## config.mk

```make
export PLATFORM = sky130hd
export DESIGN_NAME = int_to_radix_digits
export DESIGN_NICKNAME = d
export VERILOG_FILES = /design/src/sv/i2rd_pkg.sv /design/src/sv/i2rd_cell.sv /design/src/sv/i2rd_cfg_check.sv /design/src/sv/int_to_radix_digits.sv
export SDC_FILE = /design/constraint.sdc
export NUM_CORES = 2
export LEC_CHECK = 0
export BUFFER_PORTS_ARGS = -buffer_cell sky130_fd_sc_hd__buf_2
export CORE_ASPECT_RATIO = 0.7
export CORE_MARGIN = 10
export CORE_UTILIZATION = 45
export DETAILED_ROUTE_END_ITERATION = 10
export GPL_ROUTABILITY_DRIVEN = 0
export SLEW_MARGIN = 0
export SYNTH_ARGS = -nofsm -noshare
export SYNTH_HDL_FRONTEND = slang
export SYNTH_SLANG_ARGS = --single-unit
export TNS_END_PERCENT = 10
```

## constraint.sdc

```tcl
create_clock -name aclk -period 5.3 [get_ports aclk]
set_input_delay 0.265 -clock aclk [delete_from_list [all_inputs] [get_ports aclk]]
set_output_delay 0.265 -clock aclk [all_outputs]
set_load 0.01 [all_outputs]
```

## src/sv/i2rd_pkg.sv

```systemverilog
// Shared types, constants and the alphabet lookup for the integer to radix digits converter.
`timescale 1ns / 1ps

package i2rd_pkg;

    localparam int DEF_MAX_BASE   = 16;
    localparam int DEF_VALUE_BITS = 32;
    localparam int VALUE_W        = 32;
    localparam int CHAR_W         = 8;
    localparam int BASE_W         = 5;
    localparam int CHARS_W        = 64;
    localparam int ALPHA_LEN      = 16;
    localparam int CFG_INDEX_W    = 2;

    localparam logic [CFG_INDEX_W-1:0] CFG_BASE_SIZE  = 2'd0;
    localparam logic [CFG_INDEX_W-1:0] CFG_CHARS_LOW  = 2'd1;
    localparam logic [CFG_INDEX_W-1:0] CFG_CHARS_HIGH = 2'd2;

    localparam logic [BASE_W-1:0]  RST_BASE_SIZE  = 5'd10;
    localparam logic [CHARS_W-1:0] RST_CHARS_LOW  = 64'h3736_3534_3332_3130;
    localparam logic [CHARS_W-1:0] RST_CHARS_HIGH = 64'h0000_0000_0000_4639;

    localparam logic [CHAR_W-1:0] CH_MINUS = 8'h2D;
    localparam logic [CHAR_W-1:0] CH_PLUS  = 8'h2B;
    localparam logic [BASE_W-1:0] MIN_BASE = 5'd2;

    typedef struct packed {
        logic step;
        logic carry;
    } link_t;

    typedef struct packed {
        logic clear;
        logic shift;
    } cell_ctrl_t;

    typedef enum logic [2:0] {
        ST_IDLE,
        ST_CONV,
        ST_SIGN,
        ST_LEAD,
        ST_EMIT
    } state_t;

    function automatic logic [CHAR_W-1:0] alpha_char(
        input logic [CHARS_W-1:0] chars_low,
        input logic [CHARS_W-1:0] chars_high,
        input logic [3:0]         idx
    );
        logic [2*CHARS_W-1:0] all_chars;
        all_chars = {chars_high, chars_low};
        return all_chars[{idx, 3'b000} +: CHAR_W];
    endfunction

endpackage

```

## src/sv/i2rd_cell.sv

```systemverilog
// One digit cell of the conversion chain: doubles its digit and adds the carry from below.
`timescale 1ns / 1ps

module i2rd_cell
    import i2rd_pkg::*;
#(
    parameter int DW = 4
) (
    input  logic          aclk,
    input  logic          aresetn,
    input  cell_ctrl_t    ctrl,
    input  logic [DW:0]   base,
    input  link_t         link_in,
    output link_t         link_out,
    input  logic [DW-1:0] digit_in,
    output logic [DW-1:0] digit_out
);

    logic [DW-1:0] digit_reg;
    logic [DW-1:0] digit_next;
    link_t         link_reg;
    link_t         link_next;
    logic [DW:0]   dbl;
    logic          wrap;

    assign dbl  = {digit_reg, link_in.carry};
    assign wrap = (dbl >= base);

    always_comb begin
        digit_next = digit_reg;
        link_next  = '0;
        if (ctrl.clear) begin
            digit_next = '0;
        end else if (link_in.step) begin
            digit_next      = wrap ? DW'(dbl - base) : DW'(dbl);
            link_next.step  = 1'b1;
            link_next.carry = wrap;
        end else if (ctrl.shift) begin
            digit_next = digit_in;
        end
    end

    always_ff @(posedge aclk) begin
        digit_reg <= digit_next;
        if (!aresetn) begin
            link_reg <= '0;
        end else begin
            link_reg <= link_next;
        end
    end

    assign link_out  = link_reg;
    assign digit_out = digit_reg;

endmodule

```

## src/sv/i2rd_cfg_check.sv

```systemverilog
// Checks the base and the alphabet for a usable configuration.
`timescale 1ns / 1ps

module i2rd_cfg_check
    import i2rd_pkg::*;
#(
    parameter int MAX_BASE = DEF_MAX_BASE
) (
    input  logic [BASE_W-1:0]  base_size,
    input  logic [CHARS_W-1:0] chars_low,
    input  logic [CHARS_W-1:0] chars_high,
    output logic               cfg_ok
);

    logic bad_alpha;

    always_comb begin
        logic [CHAR_W-1:0] ci;
        bad_alpha = 1'b0;
        for (int i = 0; i < ALPHA_LEN; i++) begin
            ci = alpha_char(chars_low, chars_high, 4'(i));
            if (BASE_W'(i) < base_size) begin
                if (ci == CH_MINUS || ci == CH_PLUS) begin
                    bad_alpha = 1'b1;
                end
                for (int j = i + 1; j < ALPHA_LEN; j++) begin
                    if (BASE_W'(j) < base_size &&
                        ci == alpha_char(chars_low, chars_high, 4'(j))) begin
                        bad_alpha = 1'b1;
                    end
                end
            end
        end
    end

    assign cfg_ok = (base_size >= MIN_BASE) && (base_size <= BASE_W'(MAX_BASE)) && !bad_alpha;

endmodule

```

## src/sv/int_to_radix_digits.sv

```systemverilog
// Top level of the converter from a signed integer to its characters in a configured base.
//
//  Channel   Direction  Handshake                Contents
//  s_        in         s_tvalid / s_tready      one integer per word
//  m_        out        m_tvalid / m_tready      one character per word, tlast on the final one
//  cfg_      in         cfg_valid / cfg_ready    register index and write data
//
// A number is taken in, converted in the bit-serial chain, preceded by a minus sign when
// negative, stripped of leading zero positions by shifting the chain and then issued one
// character per digit. Reset is synchronous and restores the configuration registers to
// their reset values and the control to idle. A stalled output holds the character
// read-out; a new word is taken only once the previous number has been fully issued to
// the output register.
`timescale 1ns / 1ps

module int_to_radix_digits
    import i2rd_pkg::*;
#(
    parameter int MAX_BASE   = DEF_MAX_BASE,
    parameter int VALUE_BITS = DEF_VALUE_BITS
) (
    input  logic                   aclk,
    input  logic                   aresetn,
    input  logic                   s_tvalid,
    output logic                   s_tready,
    input  logic [VALUE_W-1:0]     s_tdata,   // [31:0] value
    output logic                   m_tvalid,
    input  logic                   m_tready,
    output logic [CHAR_W-1:0]      m_tdata,   // [7:0] char_code
    output logic                   m_tlast,   // last_char
    input  logic                   cfg_valid,
    output logic                   cfg_ready,
    input  logic [CFG_INDEX_W-1:0] cfg_index,
    input  logic [CHARS_W-1:0]     cfg_data
);

    localparam int N         = VALUE_BITS;
    localparam int DW        = $clog2(MAX_BASE);
    localparam int CNT_W     = $clog2(2 * VALUE_BITS);
    localparam int DCNT_W    = $clog2(VALUE_BITS + 1);
    localparam int CONV_LAST = 2 * VALUE_BITS - 2;

    logic [BASE_W-1:0]  base_size_reg;
    logic [CHARS_W-1:0] chars_low_reg;
    logic [CHARS_W-1:0] chars_high_reg;
    logic               cfg_ok;

    state_t             state_reg, state_next;
    logic [N-1:0]       mag_reg, mag_next;
    logic               neg_reg, neg_next;
    logic [DW:0]        base_reg, base_next;
    logic [CNT_W-1:0]   cnt_reg, cnt_next;
    logic [DCNT_W-1:0]  dcnt_reg, dcnt_next;
    logic               m_tvalid_reg, m_tvalid_next;
    logic [CHAR_W-1:0]  m_tdata_reg, m_tdata_next;
    logic               m_tlast_reg, m_tlast_next;

    logic [N-1:0]       raw;
    logic               out_free;
    cell_ctrl_t         ctrl;
    link_t              link_first;
    link_t              link [0:N];
    logic [DW-1:0]      digit [0:N-1];
    logic [N-1:0]       step_vec;
    logic [DW-1:0]      top_digit;

    assign cfg_ready = 1'b1;

    always_ff @(posedge aclk) begin
        if (!aresetn) begin
            base_size_reg  <= RST_BASE_SIZE;
            chars_low_reg  <= RST_CHARS_LOW;
            chars_high_reg <= RST_CHARS_HIGH;
        end else if (cfg_valid) begin
            case (cfg_index)
                CFG_BASE_SIZE:  base_size_reg  <= cfg_data[BASE_W-1:0];
                CFG_CHARS_LOW:  chars_low_reg  <= cfg_data;
                CFG_CHARS_HIGH: chars_high_reg <= cfg_data;
                default: ;
            endcase
        end
    end

    i2rd_cfg_check #(
        .MAX_BASE (MAX_BASE)
    ) u_cfg_check (
        .base_size  (base_size_reg),
        .chars_low  (chars_low_reg),
        .chars_high (chars_high_reg),
        .cfg_ok     (cfg_ok)
    );

    assign link[0] = link_first;

    genvar k;
    generate
        for (k = 0; k < N; k++) begin : g_cell
            logic [DW-1:0] din;
            if (k == 0) begin : g_bottom
                assign din = '0;
            end else begin : g_upper
                assign din = digit[k-1];
            end
            i2rd_cell #(
                .DW (DW)
            ) u_cell (
                .aclk      (aclk),
                .aresetn   (aresetn),
                .ctrl      (ctrl),
                .base      (base_reg),
                .link_in   (link[k]),
                .link_out  (link[k+1]),
                .digit_in  (din),
                .digit_out (digit[k])
            );
        end
        for (k = 0; k < N; k++) begin : g_step
            assign step_vec[k] = link[k].step;
        end
    endgenerate

    assign raw       = s_tdata[N-1:0];
    assign top_digit = digit[N-1];
    assign out_free  = !m_tvalid_reg || m_tready;

    always_comb begin
        state_next       = state_reg;
        mag_next         = mag_reg;
        neg_next         = neg_reg;
        base_next        = base_reg;
        cnt_next         = cnt_reg;
        dcnt_next        = dcnt_reg;
        m_tvalid_next    = m_tvalid_reg && !m_tready;
        m_tdata_next     = m_tdata_reg;
        m_tlast_next     = m_tlast_reg;
        ctrl             = '0;
        link_first.step  = 1'b0;
        link_first.carry = mag_reg[N-1];
        s_tready         = (state_reg == ST_IDLE);
        case (state_reg)
            ST_IDLE: begin
                if (s_tvalid && cfg_ok) begin
                    neg_next   = raw[N-1];
                    mag_next   = raw[N-1] ? N'(~raw + N'(1)) : raw;
                    base_next  = (DW+1)'(base_size_reg);
                    cnt_next   = '0;
                    ctrl.clear = 1'b1;
                    state_next = ST_CONV;
                end
            end
            ST_CONV: begin
                if (cnt_reg < CNT_W'(VALUE_BITS)) begin
                    link_first.step = 1'b1;
                    mag_next        = {mag_reg[N-2:0], 1'b0};
                end
                cnt_next = cnt_reg + CNT_W'(1);
                if (cnt_reg == CNT_W'(CONV_LAST)) begin
                    dcnt_next  = DCNT_W'(N);
                    state_next = neg_reg ? ST_SIGN : ST_LEAD;
                end
            end
            ST_SIGN: begin
                if (out_free) begin
                    m_tvalid_next = 1'b1;
                    m_tdata_next  = CH_MINUS;
                    m_tlast_next  = 1'b0;
                    state_next    = ST_LEAD;
                end
            end
            ST_LEAD: begin
                if (top_digit == '0 && dcnt_reg > DCNT_W'(1)) begin
                    ctrl.shift = 1'b1;
                    dcnt_next  = dcnt_reg - DCNT_W'(1);
                end else begin
                    state_next = ST_EMIT;
                end
            end
            ST_EMIT: begin
                if (out_free) begin
                    m_tvalid_next = 1'b1;
                    m_tdata_next  = alpha_char(chars_low_reg, chars_high_reg, 4'(top_digit));
                    m_tlast_next  = (dcnt_reg == DCNT_W'(1));
                    ctrl.shift    = 1'b1;
                    dcnt_next     = dcnt_reg - DCNT_W'(1);
                    if (dcnt_reg == DCNT_W'(1)) begin
                        state_next = ST_IDLE;
                    end
                end
            end
            default: begin
                state_next = ST_IDLE;
            end
        endcase
    end

    always_ff @(posedge aclk) begin
        mag_reg     <= mag_next;
        neg_reg     <= neg_next;
        base_reg    <= base_next;
        dcnt_reg    <= dcnt_next;
        m_tdata_reg <= m_tdata_next;
        m_tlast_reg <= m_tlast_next;
        if (!aresetn) begin
            state_reg    <= ST_IDLE;
            cnt_reg      <= '0;
            m_tvalid_reg <= 1'b0;
        end else begin
            state_reg    <= state_next;
            cnt_reg      <= cnt_next;
            m_tvalid_reg <= m_tvalid_next;
        end
    end

    assign m_tvalid = m_tvalid_reg;
    assign m_tdata  = m_tdata_reg;
    assign m_tlast  = m_tlast_reg;

    // The magnitude always fits the chain, so the top cell never carries out.
    a_no_overflow: assert property (@(posedge aclk) disable iff (!aresetn)
        link[N].step |-> !link[N].carry)
        else $error("digit chain overflowed at the top cell");

    // Once the digits are being read out, no bit may still be travelling up the chain.
    a_chain_settled: assert property (@(posedge aclk) disable iff (!aresetn)
        (state_reg == ST_LEAD || state_reg == ST_EMIT) |-> (step_vec == '0))
        else $error("read-out started before the chain had settled");

    // Every digit read out lies below the base.
    a_digit_range: assert property (@(posedge aclk) disable iff (!aresetn)
        (state_reg == ST_EMIT) |-> ({1'b0, top_digit} < base_reg))
        else $error("digit out of range for the base");

endmodule

```

======== Word level (Yosys, flattened, before mapping) ========
Index checks and enable logic that the tools add are counted.
storage, ports and cells
  register bits ........................... 386
  bits in latches ......................... 0
  memory bits (writable) .................. 0
  memory bits (read-only) ................. 0
  bits of input ports ..................... 103
  memories ................................ 0
operators by class
  $add $sub $neg .......................... 35
  multiply operators ...................... 0
  div/mod/pow operators ................... 0
  $lt $le $gt $ge ......................... 52
  equality and inequality tests ........... 168
  shift operators ......................... 1
  multiplexer cells ....................... 312
  bitwise logic cells ..................... 33
  reduce and logical (&&, ||, !) cells .... 225
operators by type and width
  operator                                                                     number
  8-bit equality test                                                          120
  4-bit two-way mux                                                            96
  8-bit by 6-bit equality test with 1-bit output, second input constant        32
  1-bit two-way mux                                                            163
  5-bit greater-or-equal comparator                                            32
  128-bit by 8-bit variable part select with 8-bit output                      1
  4-bit subtractor                                                             32
  1-bit logical AND                                                            125
  32-bit two-way mux                                                           3
  3-bit OR reduction                                                           31
  2-bit nonzero test                                                           34
  32-bit case mux with 2 select lines                                          1
  2-bit two-way mux                                                            31
  4-bit by 5-bit less-than comparator with 1-bit output, first input constant  8
  32-bit by 1-bit adder with 32-bit output, second input constant              1
  1-bit NOT                                                                    32
  32-bit NOT                                                                   1
  6-bit two-way mux                                                            4
  3-bit by 5-bit less-than comparator with 1-bit output, first input constant  4
  3-bit two-way mux                                                            6
  6-bit case mux with 3 select lines                                           1
  1-bit logical OR                                                             17
  8-bit two-way mux                                                            2
  8-bit case mux with 2 select lines                                           1
  30 further kinds                                                             48

======== Depth between registers and ports, before layout ========
  word-level depth ........................ 160
  gate-level depth with buffers ........... 13
  depth with buffers taken out ............ 11

======== Cells and area by module ========
Synthesis repeated with hierarchy kept, for this count alone.
second synthesis, totals
  cell total of the unflattened synthesis .. 4,616
  area total of the unflattened synthesis .. 37,556.0 um^2
by module, submodules not included
  module               times used  cells an instance  area an instance (um^2)  sequential area each (um^2)
  i2rd_cell            32          60                 485.5                    120.1
  i2rd_cfg_check       1           1,712              12,804.8                 0.0
  int_to_radix_digits  1           984                9,216.3                  4,454.3

======== Worst setup path after synthesis ========
Ideal clock, no wire load.
  kind .................................... reg2reg
  from .................................... reg base_reg[1]
  to ...................................... reg g_cell[0].u_cell.digit_reg[1]
  library setup time ...................... 138 ps
  data arrival time ....................... 4,531 ps
  data required time ...................... 5,162 ps
  setup slack ............................. 631 ps
  stages on the path, launching flop included .. 11
  buffers on the path ..................... 0
  path through ............................ edfxtp_1 inv_1 ha_1 a21o_1 a21o_1 a31o_2 a21o_1 a21o_1 mux2_2 a21oi_1 nor2_1
between the ends
  word-level cells in the longest chain between the ends .. 3
  elaborated cells on any way between the ends .. 4
  classes of those cells .................. 1 x add/sub; 1 x order compare; 2 x mux
RTL lines
  what                                                                          RTL line                          RTL
  from (decl)                                                                   int_to_radix_digits.sv:51         logic [DW:0] base_reg, base_next;
  from (signal assigned)                                                        int_to_radix_digits.sv:199        base_reg <= base_next;
  4-bit subtractor / 5-bit greater-or-equal comparator (equally long branches)  i2rd_cell.sv:35, i2rd_cell.sv:27
  4-bit two-way mux *                                                           i2rd_cell.sv:35                   digit_next = wrap ? DW'(dbl - base) : DW'(dbl);
  4-bit two-way mux *                                                           i2rd_cell.sv:34                   end else if (link_in.step) begin
  to (signal assigned)                                                          i2rd_cell.sv:44                   digit_reg <= digit_next;
  to (decl)                                                                     i2rd_cell.sv:19                   logic [DW-1:0] digit_reg;
Mark *: on every way between the ends. The rest lies on a longest branch, timed or not.
A chain may end at the register's enable or synchronous reset.

======== Worst setup path after layout ========
  from .................................... reg base_size_reg[1]
  to ...................................... reg g_cell[14].u_cell.link_reg, in the netlist g_cell[14].u_cell.link_out[0]
between the ends
  word-level cells in the longest chain between the ends .. 159
  elaborated cells on any way between the ends .. 296
  classes of those cells .................. 18 x order compare; 153 x mux; 125 x reduce/logical
RTL lines
  what                                                   RTL line                                    RTL
  from (decl)                                            int_to_radix_digits.sv:43                   logic [BASE_W-1:0] base_size_reg;
  from (signal assigned)                                 int_to_radix_digits.sv:76                   CFG_BASE_SIZE: base_size_reg <= cfg_data[BASE_W-1:0];
  1-bit by 5-bit less-than comparator with 1-bit output  i2rd_cfg_check.sv:22, i2rd_cfg_check.sv:27
  1-bit logical AND                                      i2rd_cfg_check.sv:27                        if (BASE_W'(j) < base_size &&
  1-bit two-way mux (15 in series)                       i2rd_cfg_check.sv:27
  1-bit two-way mux                                      i2rd_cfg_check.sv:22                        if (BASE_W'(i) < base_size) begin
  1-bit two-way mux                                      i2rd_cfg_check.sv:23                        if (ci == CH_MINUS || ci == CH_PLUS) begin
  1-bit two-way mux (14 in series)                       i2rd_cfg_check.sv:27
  1-bit two-way mux                                      i2rd_cfg_check.sv:22
  1-bit two-way mux                                      i2rd_cfg_check.sv:23
  (+116 left out)                                        n/a
  1-bit two-way mux                                      i2rd_cfg_check.sv:23
  1-bit two-way mux                                      i2rd_cfg_check.sv:22
  1-bit zero test                                        i2rd_cfg_check.sv:36                        assign cfg_ok = (base_size >= MIN_BASE) && (base_size <= BASE_W'(MAX_BASE)) && !bad_alpha;
  1-bit logical AND *                                    i2rd_cfg_check.sv:36
  1-bit logical AND *                                    int_to_radix_digits.sv:142                  if (s_tvalid && cfg_ok) begin
  1-bit two-way mux *                                    int_to_radix_digits.sv:142
  1-bit two-way mux *                                    int_to_radix_digits.sv:140                  case (state_reg)
  3-bit OR reduction (no line) *                         n/a
  to (signal assigned)                                   i2rd_cell.sv:48                             link_reg <= link_next;
  to (decl)                                              i2rd_cell.sv:21                             link_t link_reg;
Marked as above.

==> flow_summary.yaml <==
run_status:
  outcome: "completed"
placed_design:
  dp_hpwl_um: 87600
  io_buffers: 113
routing:
  vias: 31500
  dr.first_iter.drc_count: 4314
  routed_wl_um: 128000
  firstDrtPassIters: 7
  via_per_inst: 6.00
  ant_nets: 0
  detail_route.wl_per_cell_um: 24.3
  drcViolationCount: 0
sta:
  hold_violations: 0
  min_period_ns: 4.78
  whs_ns: 0.0256
  finalMaxSlewViolations: 0
  worst_pin_slew_ns: 1.44
  slew_headroom: 0.0361
  grt_setup_unrepaired: "false"
  tns_ns: 0
  setup_viol: 0
  fin_skew_ns: 0.0195
  min_period_over_period: 0.902
  max_freq_mhz: 209
min_path:
  hold_path_depth: 3
  worstHoldEndpoint: "mag_reg[0]"
  hp-start: "s_tdata[0]"
  hold_path_class: "input pin to register"
finish:
  area_growth_pct: 10.2
  final_core_util: 0.500
  largest_reg_flops: 128
  fill_cells: 7381
  register_area_sq_um: 8260
  multi_input_area_sq_um: 24500
  drive_gt1_frac: 0.131
  fin_nets: 4484
cts:
  clk_latency_ns: 0.59
  cts_hold_buf: 64
  cts_tree: "built"
  htree_levels: 2
  path_clk_slew_ns: 0.06
  clockBufferDepth: 3
  cts_buffers: 44
  clock_sinks: 386
  cts-root-buf: "clkbuf_16"
  postCtsSetupBuffers: 0
  cts_resized: 0
global_route:
  grt_pass1_wl_um: 193000
  grt_antenna_before_repair: 4
  grt_start_max_net_pins: 160
  overflow: 0
  grt_pass1_vias: 29600
  grt_usage: 0.275
yosys:
  ys_seq_area_frac: 0.237
  yosys_warnings: 0
  yosys.area.top_type: "xnor2_1"
  yosys-top-cells-area: "xnor2_1 (20%), dfxtp_1 (19%), xor2_1 (7.3%), ha_1 (5.9%), nand2_1 (4.9%)"
  synthCells: 4178
  synth_ff_type: "dfxtp_1"
  async_reset_ff_frac: 0
  synth.most_common_cell: "xnor2_1"
  yosysTopAreaCellShare: 0.196
  synth_cell_types: 69
  avgSynthCellArea_sq_um: 8.35
  synth_area_sq_um: 34900
  ys_seq_elements: 386
  synthTopCellsByCount: "xnor2_1 (782), nand2_1 (451), dfxtp_1 (333)"
  synth_nets: 4478
  synth_edf_count: 53
floorplanning:
  die_w_um: 353
  coreArea_sq_um: 76900
  dieHeight_um: 253
  die_area_sq_um: 89200
  io_pins: 115
  start_util: 0.454
  num_rows: 85
critical_path:
  crit_path_max_fanout: 30
  timing.rr.start: "base_size_reg[1]"
  arrival_ns: 5.25
  crit_path_max_incr_delay_ns: 0.64
  reg2reg_setup_slack_ns: 0.52
  crit_required_ns: 5.77
  rr_worst_depth: 12
  worstPathCellList: "or2_2, o31ai_2, buf_4, nor3_1, nor4_1, nand4_1, a21oi_1, nand4_1, o21ai_4, buf_4, nor2_1, and2_1"
  endpoint_kind: "register"
  r2r_end: "g_cell[14].u_cell.link_out[0]"
  startpoint_type: "register"
  crit_type: "register to register"
  slowest_stage: "o31ai_2"
flow_run:
  cap_viol_max_count: 0
power:
  pwr_density_cell_nw_per_um2: 238
  peakVddDrop_v: 0.000194
  total_leakage_power_uw: 0.0139
-- cell families (layout without fill, tap and decap cells) --
| family | Yosys count | count (layout) | synth area share |
|---|---|---|---|
| simple gates | 1231 | 1231 | 0.172 |
| mux | 146 | 146 | 0.0593 |
| fa+ha+maj | 197 | 197 | 0.0776 |
| buf+inv | 506 | 541 | 0.0615 |
| flops | 386 | 386 | 0.237 |
| compound gates | 639 | 639 | 0.123 |
| xor+xnor | 1072 | 1072 | 0.269 |
| other cells | 1 | 3 | 0.000108 |
-- worst max-delay path by stage --
| stage | cells after the start | slack [ns] | end | from |
|---|---|---|---|---|
| after floorplan | 10 | 0.63 | g_cell[0].u_cell.digit_out[1] | base_reg[1] |
| after global placement | 12 | 0.84 | g_cell[7].u_cell.link_out[0] | base_size_reg[1] |
| after detailed placement | 12 | 0.89 | g_cell[9].u_cell.link_out[0] | base_size_reg[1] |
| after CTS | 12 | 0.84 | g_cell[14].u_cell.link_out[0] | base_size_reg[1] |
| after global routing | 12 | 0.61 | cnt_reg[0] | base_size_reg[1] |
| final | 12 | 0.52 | g_cell[14].u_cell.link_out[0] | base_size_reg[1] |
-- metal layers --
layer | global-route usage | up-vias | share of wire
met5 | 0 | - | 0.00043
met3 | 0.110 | 419 | 0.14
met4 | 0.0860 | 4 | 0.038
met2 | 0.355 | 2029 | 0.36
met1 | 0.404 | 14800 | 0.46
li1 | - | 14300 | -
-- where the power goes --
part,switching (uW),internal [uW],total [uW]
combinational,1520,1110,2630
clock,1300,1680,2990
sequential,324,3220,3540
-- critical path: cells and delay by family (launching register included) --
family          cells  cell delay (ns)
simple gates        7             2.15
compound gates      3             1.18
buf+inv             2             0.80
flops               1             0.51
-- layout make-up --
cell class	count	share of cell area
Timing Repair Buffer	361	0.0680
Inverter	105	0.0103
Antenna cell	2	0.000130
Multi-Input combinational cell	3286	0.638
Clock buffer	62	0.0314
Clock inverter	13	0.00351
Sequential cell	386	0.215
Tap cell	1044	0.0340
-- cells in the final DEF (no fill, tap or decap), types with 112 or more instances in the layout --
cell type	n
xnor2_1	782
nand2_1	451
dfxtp_1	331
xor2_1	290
o21ai_0	193
nor2_1	192
nand4_1	184
buf_4	183
ha_1	165
a211oi_1	153
buf_2	112
-- per-stage QoR --
step	power (uW)	instance area [sq um]	worst slack (ns)	cells
finish	9150	38400	0.518	5259
global route	9580	38400	0.608	5257
CTS	9150	38400	0.842	5257
detailed placement	6120	36500	0.888	5118
global placement	6090	36500	0.842	5118
floorplan	5360	34900	0.631	4178
Note: power is estimated with default switching activity, not from simulation.
